===== config.mk =====
export PLATFORM = sky130hd
export DESIGN_NAME = paired_read_overlap_search_unit_flat
export DESIGN_NICKNAME = d
export VERILOG_FILES = /design/src/sv/prs_pkg.sv /design/src/sv/prs_in_if.sv /design/src/sv/prs_out_if.sv /design/src/sv/paired_read_overlap_search_unit.sv /design/src/sv/prs_read_mem.sv /design/src/sv/prs_limit.sv /design/src/flat_wrapper.sv
export SDC_FILE = /design/constraint.sdc
export NUM_CORES = 2
export LEC_CHECK = 0
export BUFFER_PORTS_ARGS = -buffer_cell sky130_fd_sc_hd__clkbuf_2
export CAP_MARGIN = 10
export CELL_PAD_IN_SITES_DETAIL_PLACEMENT = 1
export CELL_PAD_IN_SITES_GLOBAL_PLACEMENT = 2
export CORE_MARGIN = 5
export CORE_UTILIZATION = 40
export CTS_CLUSTER_DIAMETER = 40
export DETAILED_ROUTE_END_ITERATION = 6
export PLACE_DENSITY = 0.67
export SLEW_MARGIN = 40
export SYNTH_ARGS = -nofsm -noshare
export SYNTH_HDL_FRONTEND = slang
export SYNTH_HIERARCHICAL = 1
export SYNTH_SLANG_ARGS = --single-unit

===== constraint.sdc =====
create_clock -name clk_i -period 16.4 [get_ports clk_i]
set_input_delay 3.28 -clock clk_i [delete_from_list [all_inputs] [get_ports clk_i]]
set_output_delay 3.28 -clock clk_i [all_outputs]
set_load 0.02 [all_outputs]

===== src/sv/prs_pkg.sv =====
// Shared constants, types and helper functions of the paired-read overlap search.
package prs_pkg;

  localparam int unsigned MAX_LEN    = 256;
  localparam int unsigned ADDR_W     = $clog2(MAX_LEN);
  localparam int unsigned LEN_W      = $clog2(MAX_LEN + 1);
  localparam int unsigned BASE_W     = 3;
  localparam int unsigned CFG_IDX_W  = 2;
  localparam int unsigned CFG_DATA_W = 9;
  localparam int unsigned PREFIX_LEN = 50;

  // floor(x / 100) == (x * RECIP_100) >> RECIP_SHIFT for every x below 2^15.
  localparam int unsigned RECIP_100   = 5243;
  localparam int unsigned RECIP_SHIFT = 19;

  localparam logic [BASE_W-1:0] BASE_N = 3'd4;

  localparam logic [7:0] DIFF_LIMIT_RST   = 8'd5;
  localparam logic [8:0] MIN_OVERLAP_RST  = 9'd30;
  localparam logic [6:0] DIFF_PERCENT_RST = 7'd20;

  typedef enum logic [CFG_IDX_W-1:0] {
    CFG_DIFF_LIMIT   = 2'd0,
    CFG_MIN_OVERLAP  = 2'd1,
    CFG_DIFF_PERCENT = 2'd2,
    CFG_UNUSED       = 2'd3
  } cfg_idx_e;

  typedef enum logic [2:0] {
    S_IDLE,
    S_SHIFT,
    S_LIM,
    S_SCAN,
    S_DRAIN,
    S_DECIDE,
    S_DONE
  } state_e;

  // Any code above N is stored as N.
  function automatic logic [BASE_W-1:0] norm_base(input logic [BASE_W-1:0] b);
    norm_base = (b <= BASE_N) ? b : BASE_N;
  endfunction

  // A<->T, C<->G, N stays N.
  function automatic logic [BASE_W-1:0] complement(input logic [BASE_W-1:0] b);
    complement = (b < BASE_N) ? (3'd3 - b) : BASE_N;
  endfunction

endpackage


===== src/sv/prs_in_if.sv =====
// Request channel carrying one base of each read per request.
interface prs_in_if;
  logic                       valid;
  logic                       ready;
  logic [prs_pkg::BASE_W-1:0] base_first;
  logic                       has_first;
  logic [prs_pkg::BASE_W-1:0] base_second;
  logic                       has_second;
  logic                       last_pair;

  modport source (output valid, base_first, has_first, base_second, has_second, last_pair,
                  input ready);
  modport sink   (input valid, base_first, has_first, base_second, has_second, last_pair,
                  output ready);
endinterface


===== src/sv/prs_out_if.sv =====
// Result channel carrying the outcome of one overlap search.
interface prs_out_if;
  logic              valid;
  logic              ready;
  logic              overlapped;
  logic signed [9:0] shift;
  logic [8:0]        overlap_length;
  logic [8:0]        mismatches;

  modport source (output valid, overlapped, shift, overlap_length, mismatches, input ready);
  modport sink   (input valid, overlapped, shift, overlap_length, mismatches, output ready);
endinterface


===== src/sv/paired_read_overlap_search_unit.sv =====
// Top level of the paired-read overlap search unit.
// Requests arrive on in_req, one base of read 1 and one of read 2 per request,
// each marked present or absent; bases beyond 256 per read are dropped. A request
// with last_pair set closes the pair and starts the search; only such a request
// produces a result on out_res, exactly one. Requests are taken only while the
// unit is loading; during a search in_req.ready is low.
// The search tries forward shifts and then backward shifts, comparing read 1 with
// the reverse complement of read 2 one base per cycle through the two base stores.
// Each shift takes a loop test, a limit set-up, a scan over its overlap, a read
// drain and a decision; the change of direction adds a further loop test, and
// the result is then handed over to the output register. Scanning is bounded by
// the single read port of each store. A result sits in an output register;
// loading of the next pair carries on while it waits, and a finished search
// waits in its last state while the receiver stalls.
// Reset restores the registers to diff_limit 5, min_overlap 30, diff_percent 20
// and empties both reads; the stores themselves are not cleared, as only entries
// below the current lengths are ever read. Configuration writes belong to idle.
module paired_read_overlap_search_unit (
  input  logic                          clk_i,
  input  logic                          rst_ni,
  prs_in_if.sink                        in_req,
  prs_out_if.source                     out_res,
  input  logic                          cfg_we_i,
  input  logic [prs_pkg::CFG_IDX_W-1:0] cfg_idx_i,
  input  logic [prs_pkg::CFG_DATA_W-1:0] cfg_data_i
);

  localparam int unsigned AW = prs_pkg::ADDR_W;
  localparam int unsigned LW = prs_pkg::LEN_W;

  prs_pkg::state_e state_q, state_d;

  logic [7:0]    diff_limit_q;
  logic [8:0]    min_overlap_q;
  logic [6:0]    diff_percent_q;

  logic [LW-1:0] len1_q, len2_q, sh_q, ovl_q, idx_q, pipe_idx_q, diff_q, pre_q;
  logic          fwd_q, pipe_v_q;

  logic          out_valid_q, out_ovl_q, out_hit_q;
  logic [9:0]    out_shift_q;
  logic [8:0]    out_len_q, out_diff_q;

  logic          accept, out_free;
  logic          cont, ok, mm;
  logic [LW-1:0] ovl_new, diff_next;
  logic [LW+1:0] lim_span;
  logic [LW-1:0] a_idx, b_idx, b_addr;
  logic [8:0]    lim;
  logic [prs_pkg::BASE_W-1:0] rd1, rd2;

  // Control flags decoded from the state.
  logic ld_en, scan_en, last_issue;

  assign accept   = in_req.valid && in_req.ready;
  assign out_free = !out_valid_q || out_res.ready;

  // Search bound for the current direction, as a signed difference.
  assign lim_span = fwd_q ? ({2'b00, len1_q} - {2'b00, min_overlap_q})
                          : ({2'b00, len2_q} - {2'b00, min_overlap_q});
  assign cont     = $signed({2'b00, sh_q}) < $signed(lim_span);

  always_comb begin
    if (fwd_q) begin
      ovl_new = ((len1_q - sh_q) < len2_q) ? (len1_q - sh_q) : len2_q;
    end else begin
      ovl_new = (len1_q < (len2_q - sh_q)) ? len1_q : (len2_q - sh_q);
    end
  end

  // The shift offsets read 1 forward and read 2 backward. Read 2 is walked from
  // its end, which gives its reverse complement once each base is complemented.
  assign a_idx  = fwd_q ? (sh_q + idx_q) : idx_q;
  assign b_idx  = fwd_q ? idx_q : (sh_q + idx_q);
  assign b_addr = len2_q - LW'(1) - b_idx;

  prs_read_mem u_mem1 (
    .clk_i  (clk_i),
    .we_i   (accept && in_req.has_first && (len1_q < LW'(prs_pkg::MAX_LEN))),
    .addr_i (ld_en ? len1_q[AW-1:0] : a_idx[AW-1:0]),
    .wdata_i(prs_pkg::norm_base(in_req.base_first)),
    .rdata_o(rd1)
  );

  prs_read_mem u_mem2 (
    .clk_i  (clk_i),
    .we_i   (accept && in_req.has_second && (len2_q < LW'(prs_pkg::MAX_LEN))),
    .addr_i (ld_en ? len2_q[AW-1:0] : b_addr[AW-1:0]),
    .wdata_i(prs_pkg::norm_base(in_req.base_second)),
    .rdata_o(rd2)
  );

  prs_limit u_limit (
    .clk_i       (clk_i),
    .ovl_i       (ovl_q),
    .pct_i       (diff_percent_q),
    .diff_limit_i(diff_limit_q),
    .lim_o       (lim)
  );

  assign mm        = rd1 != prs_pkg::complement(rd2);
  assign diff_next = diff_q + LW'(mm);

  // A shift passes on its full count, or on its first fifty bases when longer.
  assign ok = (diff_q <= lim) ||
              ((ovl_q > LW'(prs_pkg::PREFIX_LEN)) && (pre_q <= lim));

  // Control flag decode.
  always_comb begin
    ld_en      = (state_q == prs_pkg::S_IDLE);
    scan_en    = (state_q == prs_pkg::S_SCAN);
    last_issue = scan_en && (idx_q == ovl_q - LW'(1));
  end

  // Next state.
  always_comb begin
    state_d = state_q;
    unique case (state_q)
      prs_pkg::S_IDLE: begin
        if (accept && in_req.last_pair) state_d = prs_pkg::S_SHIFT;
      end
      prs_pkg::S_SHIFT: begin
        if (cont) state_d = prs_pkg::S_LIM;
        else if (!fwd_q) state_d = prs_pkg::S_DONE;
      end
      prs_pkg::S_LIM: begin
        state_d = (ovl_q == '0) ? prs_pkg::S_DRAIN : prs_pkg::S_SCAN;
      end
      prs_pkg::S_SCAN: begin
        if (last_issue) state_d = prs_pkg::S_DRAIN;
      end
      prs_pkg::S_DRAIN: state_d = prs_pkg::S_DECIDE;
      prs_pkg::S_DECIDE: state_d = ok ? prs_pkg::S_DONE : prs_pkg::S_SHIFT;
      prs_pkg::S_DONE: begin
        if (out_free) state_d = prs_pkg::S_IDLE;
      end
      default: state_d = prs_pkg::S_IDLE;
    endcase
  end

  assign in_req.ready = ld_en;

  always_ff @(posedge clk_i or negedge rst_ni) begin
    if (!rst_ni) begin
      state_q        <= prs_pkg::S_IDLE;
      diff_limit_q   <= prs_pkg::DIFF_LIMIT_RST;
      min_overlap_q  <= prs_pkg::MIN_OVERLAP_RST;
      diff_percent_q <= prs_pkg::DIFF_PERCENT_RST;
      len1_q         <= '0;
      len2_q         <= '0;
      fwd_q          <= 1'b1;
      pipe_v_q       <= 1'b0;
      out_valid_q    <= 1'b0;
    end else begin
      state_q  <= state_d;
      pipe_v_q <= scan_en;

      if (cfg_we_i) begin
        unique case (prs_pkg::cfg_idx_e'(cfg_idx_i))
          prs_pkg::CFG_DIFF_LIMIT:   diff_limit_q   <= cfg_data_i[7:0];
          prs_pkg::CFG_MIN_OVERLAP:  min_overlap_q  <= cfg_data_i;
          prs_pkg::CFG_DIFF_PERCENT: diff_percent_q <= cfg_data_i[6:0];
          default: ;
        endcase
      end

      if (accept && in_req.has_first && (len1_q < LW'(prs_pkg::MAX_LEN))) begin
        len1_q <= len1_q + LW'(1);
      end
      if (accept && in_req.has_second && (len2_q < LW'(prs_pkg::MAX_LEN))) begin
        len2_q <= len2_q + LW'(1);
      end

      if (state_q == prs_pkg::S_SHIFT && !cont && fwd_q) begin
        fwd_q <= 1'b0;
      end

      if (out_valid_q && out_res.ready) begin
        out_valid_q <= 1'b0;
      end
      if (state_q == prs_pkg::S_DONE && out_free) begin
        out_valid_q <= 1'b1;
        len1_q      <= '0;
        len2_q      <= '0;
        fwd_q       <= 1'b1;
      end
    end
  end

  // Search datapath and result payload.
  always_ff @(posedge clk_i) begin
    pipe_idx_q <= idx_q;
    unique case (state_q)
      prs_pkg::S_IDLE: begin
        sh_q      <= '0;
        out_ovl_q <= 1'b0;
      end
      prs_pkg::S_SHIFT: begin
        ovl_q <= ovl_new;
        if (!cont && fwd_q) sh_q <= '0;
      end
      prs_pkg::S_LIM: begin
        idx_q  <= '0;
        diff_q <= '0;
        pre_q  <= '0;
      end
      prs_pkg::S_DECIDE: begin
        if (ok) begin
          out_ovl_q <= 1'b1;
        end else begin
          sh_q <= sh_q + LW'(1);
        end
      end
      default: ;
    endcase

    if (scan_en) begin
      idx_q <= idx_q + LW'(1);
    end
    if (pipe_v_q) begin
      diff_q <= diff_next;
      if (pipe_idx_q == LW'(prs_pkg::PREFIX_LEN - 1)) pre_q <= diff_next;
    end

    // The found flag is copied with the rest of the payload, so that loading of
    // the next pair cannot change a result that is still waiting.
    if (state_q == prs_pkg::S_DONE && out_free) begin
      out_hit_q   <= out_ovl_q;
      out_shift_q <= out_ovl_q ? (fwd_q ? {1'b0, sh_q} : (10'd0 - {1'b0, sh_q})) : 10'd0;
      out_len_q   <= out_ovl_q ? ovl_q : 9'd0;
      out_diff_q  <= out_ovl_q ? diff_q : 9'd0;
    end
  end

  assign out_res.valid          = out_valid_q;
  assign out_res.overlapped     = out_hit_q;
  assign out_res.shift          = out_shift_q;
  assign out_res.overlap_length = out_len_q;
  assign out_res.mismatches     = out_diff_q;

`ifndef SYNTHESIS
  a_len1_bound: assert property (@(posedge clk_i) disable iff (!rst_ni)
    len1_q <= LW'(prs_pkg::MAX_LEN)) else $error("read 1 length beyond store depth");

  a_result_from_done: assert property (@(posedge clk_i) disable iff (!rst_ni)
    $rose(out_valid_q) |-> $past(state_q == prs_pkg::S_DONE))
    else $error("result raised outside the completion state");

  a_scan_in_overlap: assert property (@(posedge clk_i) disable iff (!rst_ni)
    scan_en |-> (idx_q < ovl_q)) else $error("scan index beyond overlap");
`endif

endmodule


===== src/sv/prs_read_mem.sv =====
// Synchronous single-port base store with registered read data.
module prs_read_mem (
  input  logic                       clk_i,
  input  logic                       we_i,
  input  logic [prs_pkg::ADDR_W-1:0] addr_i,
  input  logic [prs_pkg::BASE_W-1:0] wdata_i,
  output logic [prs_pkg::BASE_W-1:0] rdata_o
);

  logic [prs_pkg::BASE_W-1:0] mem_q [prs_pkg::MAX_LEN];

  always_ff @(posedge clk_i) begin
    if (we_i) begin
      mem_q[addr_i] <= wdata_i;
    end
    rdata_o <= mem_q[addr_i];
  end

endmodule


===== src/sv/prs_limit.sv =====
// Two-stage mismatch limit: min(diff_limit, floor(overlap * percent / 100)).
module prs_limit (
  input  logic       clk_i,
  input  logic [8:0] ovl_i,
  input  logic [6:0] pct_i,
  input  logic [7:0] diff_limit_i,
  output logic [8:0] lim_o
);

  logic [15:0] prod_q;
  logic [29:0] scaled;
  logic [8:0]  quot;

  // The divide by 100 is a multiply by a scaled reciprocal.
  assign scaled = {14'd0, prod_q} * 30'(prs_pkg::RECIP_100);
  assign quot   = scaled[prs_pkg::RECIP_SHIFT +: 9];

  always_ff @(posedge clk_i) begin
    prod_q <= 16'(ovl_i) * 16'(pct_i);
    lim_o  <= (quot < {1'b0, diff_limit_i}) ? quot : {1'b0, diff_limit_i};
  end

endmodule

===== src/flat_wrapper.sv =====
// flat-port wrapper written by rule: the top's interface ports become plain ports
module paired_read_overlap_search_unit_flat 
  (clk_i, rst_ni, cfg_we_i, cfg_idx_i, cfg_data_i, in_req_valid, in_req_base_first, in_req_has_first, in_req_base_second, in_req_has_second, in_req_last_pair, in_req_ready, out_res_valid, out_res_overlapped, out_res_shift, out_res_overlap_length, out_res_mismatches, out_res_ready);
  prs_in_if in_req_i ();
  prs_out_if out_res_i ();
  input  logic clk_i;
  input  logic rst_ni;
  input  logic cfg_we_i;
  input  logic [prs_pkg::CFG_IDX_W-1:0] cfg_idx_i;
  input  logic [prs_pkg::CFG_DATA_W-1:0] cfg_data_i;
  input wire logic [$bits(in_req_i.valid)-1:0] in_req_valid;
  input wire logic [$bits(in_req_i.base_first)-1:0] in_req_base_first;
  input wire logic [$bits(in_req_i.has_first)-1:0] in_req_has_first;
  input wire logic [$bits(in_req_i.base_second)-1:0] in_req_base_second;
  input wire logic [$bits(in_req_i.has_second)-1:0] in_req_has_second;
  input wire logic [$bits(in_req_i.last_pair)-1:0] in_req_last_pair;
  output wire logic [$bits(in_req_i.ready)-1:0] in_req_ready;
  output wire logic [$bits(out_res_i.valid)-1:0] out_res_valid;
  output wire logic [$bits(out_res_i.overlapped)-1:0] out_res_overlapped;
  output wire logic [$bits(out_res_i.shift)-1:0] out_res_shift;
  output wire logic [$bits(out_res_i.overlap_length)-1:0] out_res_overlap_length;
  output wire logic [$bits(out_res_i.mismatches)-1:0] out_res_mismatches;
  input wire logic [$bits(out_res_i.ready)-1:0] out_res_ready;
  assign in_req_i.valid = in_req_valid;
  assign in_req_i.base_first = in_req_base_first;
  assign in_req_i.has_first = in_req_has_first;
  assign in_req_i.base_second = in_req_base_second;
  assign in_req_i.has_second = in_req_has_second;
  assign in_req_i.last_pair = in_req_last_pair;
  assign in_req_ready = in_req_i.ready;
  assign out_res_valid = out_res_i.valid;
  assign out_res_overlapped = out_res_i.overlapped;
  assign out_res_shift = out_res_i.shift;
  assign out_res_overlap_length = out_res_i.overlap_length;
  assign out_res_mismatches = out_res_i.mismatches;
  assign out_res_i.ready = out_res_ready;
  paired_read_overlap_search_unit u_core (.clk_i(clk_i), .rst_ni(rst_ni), .in_req(in_req_i), .out_res(out_res_i), .cfg_we_i(cfg_we_i), .cfg_idx_i(cfg_idx_i), .cfg_data_i(cfg_data_i));
endmodule

==> out/results.ini <==
[run_status]
outcome=completed

[setup_path]
worstSetupStartpointType=register
worstSetupEndpointType=register
path_class=reg -> reg
arrival_ns=7.71
cp_common_cell=buf_4
crit_fanout=67
slowest_delay_ns=0.70
worst-endpoint-required_ns=17.14
slowest_stage=buf_4
crit_chain=ha_1 -> fa_1 -> mux2_2 -> fa_1 -> o21ai_4 -> buf_4 -> buf_4 -> buf_6 -> buf_4 -> mux4_2 -> a22oi_1 -> a21oi_1 -> or4_1 -> a22oi_1 -> nand3_1
reg2regPathDepth=15

[route]
via_per_inst=5.55
drc=0
dr.pass1.iters=5
wl_per_cell_microns=26.3
drt-total-wl_mm=199
first_iter_violations=3234
ant_nets=0
vias=42000

[floorplan]
die_w_microns=447
coreArea_sq_um=190000
die_area_sq_um=200000
pin_count=56
start_util_pct=40.2
die_y_microns=447
placementRows=160

[finish]
layout-drive-gt1-share_pct=20.9
nets=5214
area_growth_pct=15.2

[cts]
post_cts_buffers=0
cts_tree=done
cts_root_buf=clkbuf_16
cts.sinks=1699
clk_pin_slew_ns=0.07
htree_levels=4
cts_resized=0
clk_path_buf_depth=3
postCtsHoldBufs=0
clk_latency_ns=0.89
cts_made_buffers=238

[hold_path]
hold_class=reg -> reg
min_delay_path_depth=0

[timing]
fmax_ghz=0.143
setup_viol=0
post-route-period-util_pct=42.5
hold_violations=0
tightest_slew_ns=0.899
rsz0062_at_grt=no
drv_slew=0
max_slew_margin_pct=40.1
tns_ns=0
clock_skew_ns=0.0593
fin_crit_ns=6.97

[yosys]
synth_common_cells=edfxtp_1 (1602), nor2_1 (534), mux4_2 (384)
synth_cell_types=88
synth_nets=5094
ys_dominant_reg_cell=edfxtp_1
synthCells=4723
netlist.area_leader.share_pct=62.9
synth_edf_count=1602
syn_avg_cell_area_sq_um=16.2
async_flop_share_pct=2.83
synth_seq_area_share_pct=65.8
synth.most_common_cell=edfxtp_1
yosys_warnings=6
synth_area_sq_um=76400
synth_area_leaders=edfxtp_1 (63%), mux4_2 (11%), ha_1 (3.8%), fa_1 (3.0%), nor2_1 (2.6%)
synth_top_area_cell=edfxtp_1
synth_seq_cells=1699

[global_routing]
grt_pass1_vias=45300
grt_start_max_net_pins=180
grt_pass1_wl_mm=298
grt.total_usage_pct=19.9
gr-total-overflow=0
grt_antenna_before_repair=4

[flow_run]
maxCapViolCount=0

[placed_design]
hpwl_mm=126
io_buffers=55
place.gp.congestion=0.797

## worst max-delay path, delay by kind of cell, from the launching register on
| kind | cells | cell delay (ns) |
|---|---|---|
| buffers and inverters | 4 | 2.52 |
| AO/OA/AOI/OAI | 4 | 0.81 |
| AND/OR/NAND/NOR | 2 | 0.73 |
| flip-flops | 1 | 0.54 |
| multiplexers | 2 | 0.71 |
| adder cells (fa/ha/maj) | 3 | 1.30 |
## layout make-up
cell class	count	area, sq um
flip-flops and latches	1699	50300
fillers	18200	102000
well taps	2511	3140
inverters	250	938
clock buffers	260	6100
multi-input cells	2515	24200
diodes	1	2.50
clock inverters	188	2190
repair buffers	139	1220
## flip-flops by register name, summed over array words and instances, names as in the netlist, 10 cells and up
name and count:
u_core/u_mem2/mem_q 768, u_core/out_res.shift 10, u_core/u_mem1/mem_q 768, u_core/u_limit/prod_q 16
## kinds of logic (layout without fill, tap and decap cells)
kind of cell	count (synthesis)	after routing	share of synthesized area, %
AOI/OAI and AO/OA	546	546	4.72
xor gates and xnor gates	103	103	1.19
adders and majority gates	346	346	6.77
buffers and inverters	509	837	2.85
DFF	1699	1699	65.8
muxes	459	459	12.4
other	1	2	0.00491
and+or+nand+nor	1060	1060	6.28
## per-stage QoR
stage          util [%]  setup slack (ns)  instance area [sq um]  cells  hold WS, ns
2_1_floorplan         -              5.35                  76400   4723        0.346
3_3_place_gp       41.7              9.32                  79400   7101        0.432
3_5_place_dp       41.9              9.47                  79600   7110        0.442
4_1_cts            46.2              9.48                  87900   7558        0.456
5_1_grt            46.3              9.14                  88100   7563        0.466
6_report           46.3              9.43                  88100   7563        0.456
## final timing paths
kind,from,slack [ns],end
hold reg to reg,u_core/idx_q[8],0.46,u_core/pipe_idx_q[8]
setup / recovery,u_core/sh_q[0],9.43,u_core/u_mem2/rdata_o[0]
hold / removal,u_core/idx_q[8],0.46,u_core/pipe_idx_q[8]
setup reg to reg,u_core/sh_q[0],9.43,u_core/u_mem2/rdata_o[0]
max in group asynchronous,rst_ni,13.31,u_core/len1_q[5]
min in group asynchronous,rst_ni,2.56,u_core/diff_limit_q[5]
## layer usage
metal	track usage, %	wire [microns]
met1	28.3	90000
met2	32.5	95600
met3	3.06	9260
met4	4.82	3860
met5	0	0
## placed cells by master (no fill, tap or decap), types with 24 or more instances in the layout
cell type	synthesis	layout
edfxtp_1	1602	1602
nor2_1	534	530
mux4_2	384	384
inv_1	248	248
clkbuf_16	0	240
ha_1	233	233
a22oi_1	201	201
a21oi_1	158	156
nand2_1	155	153
fa_1	113	113
nor3_1	78	78
xnor2_1	68	68
o21ai_0	68	63
nand3_1	69	62
buf_4	11	56
and2_1	58	56
clkbuf_2	1	53
dfxtp_1	49	49
mux2_2	42	42
dfrtp_1	39	39
inv_6	0	37
clkinv_2	0	37
xor2_1	34	34
mux2i_1	33	33
nor2b_1	38	28
bufinv_16	0	24
Power is left out: the tool's default activity adds up to more than one toggle a clock period on the data nets, which glitch-free logic cannot reach.
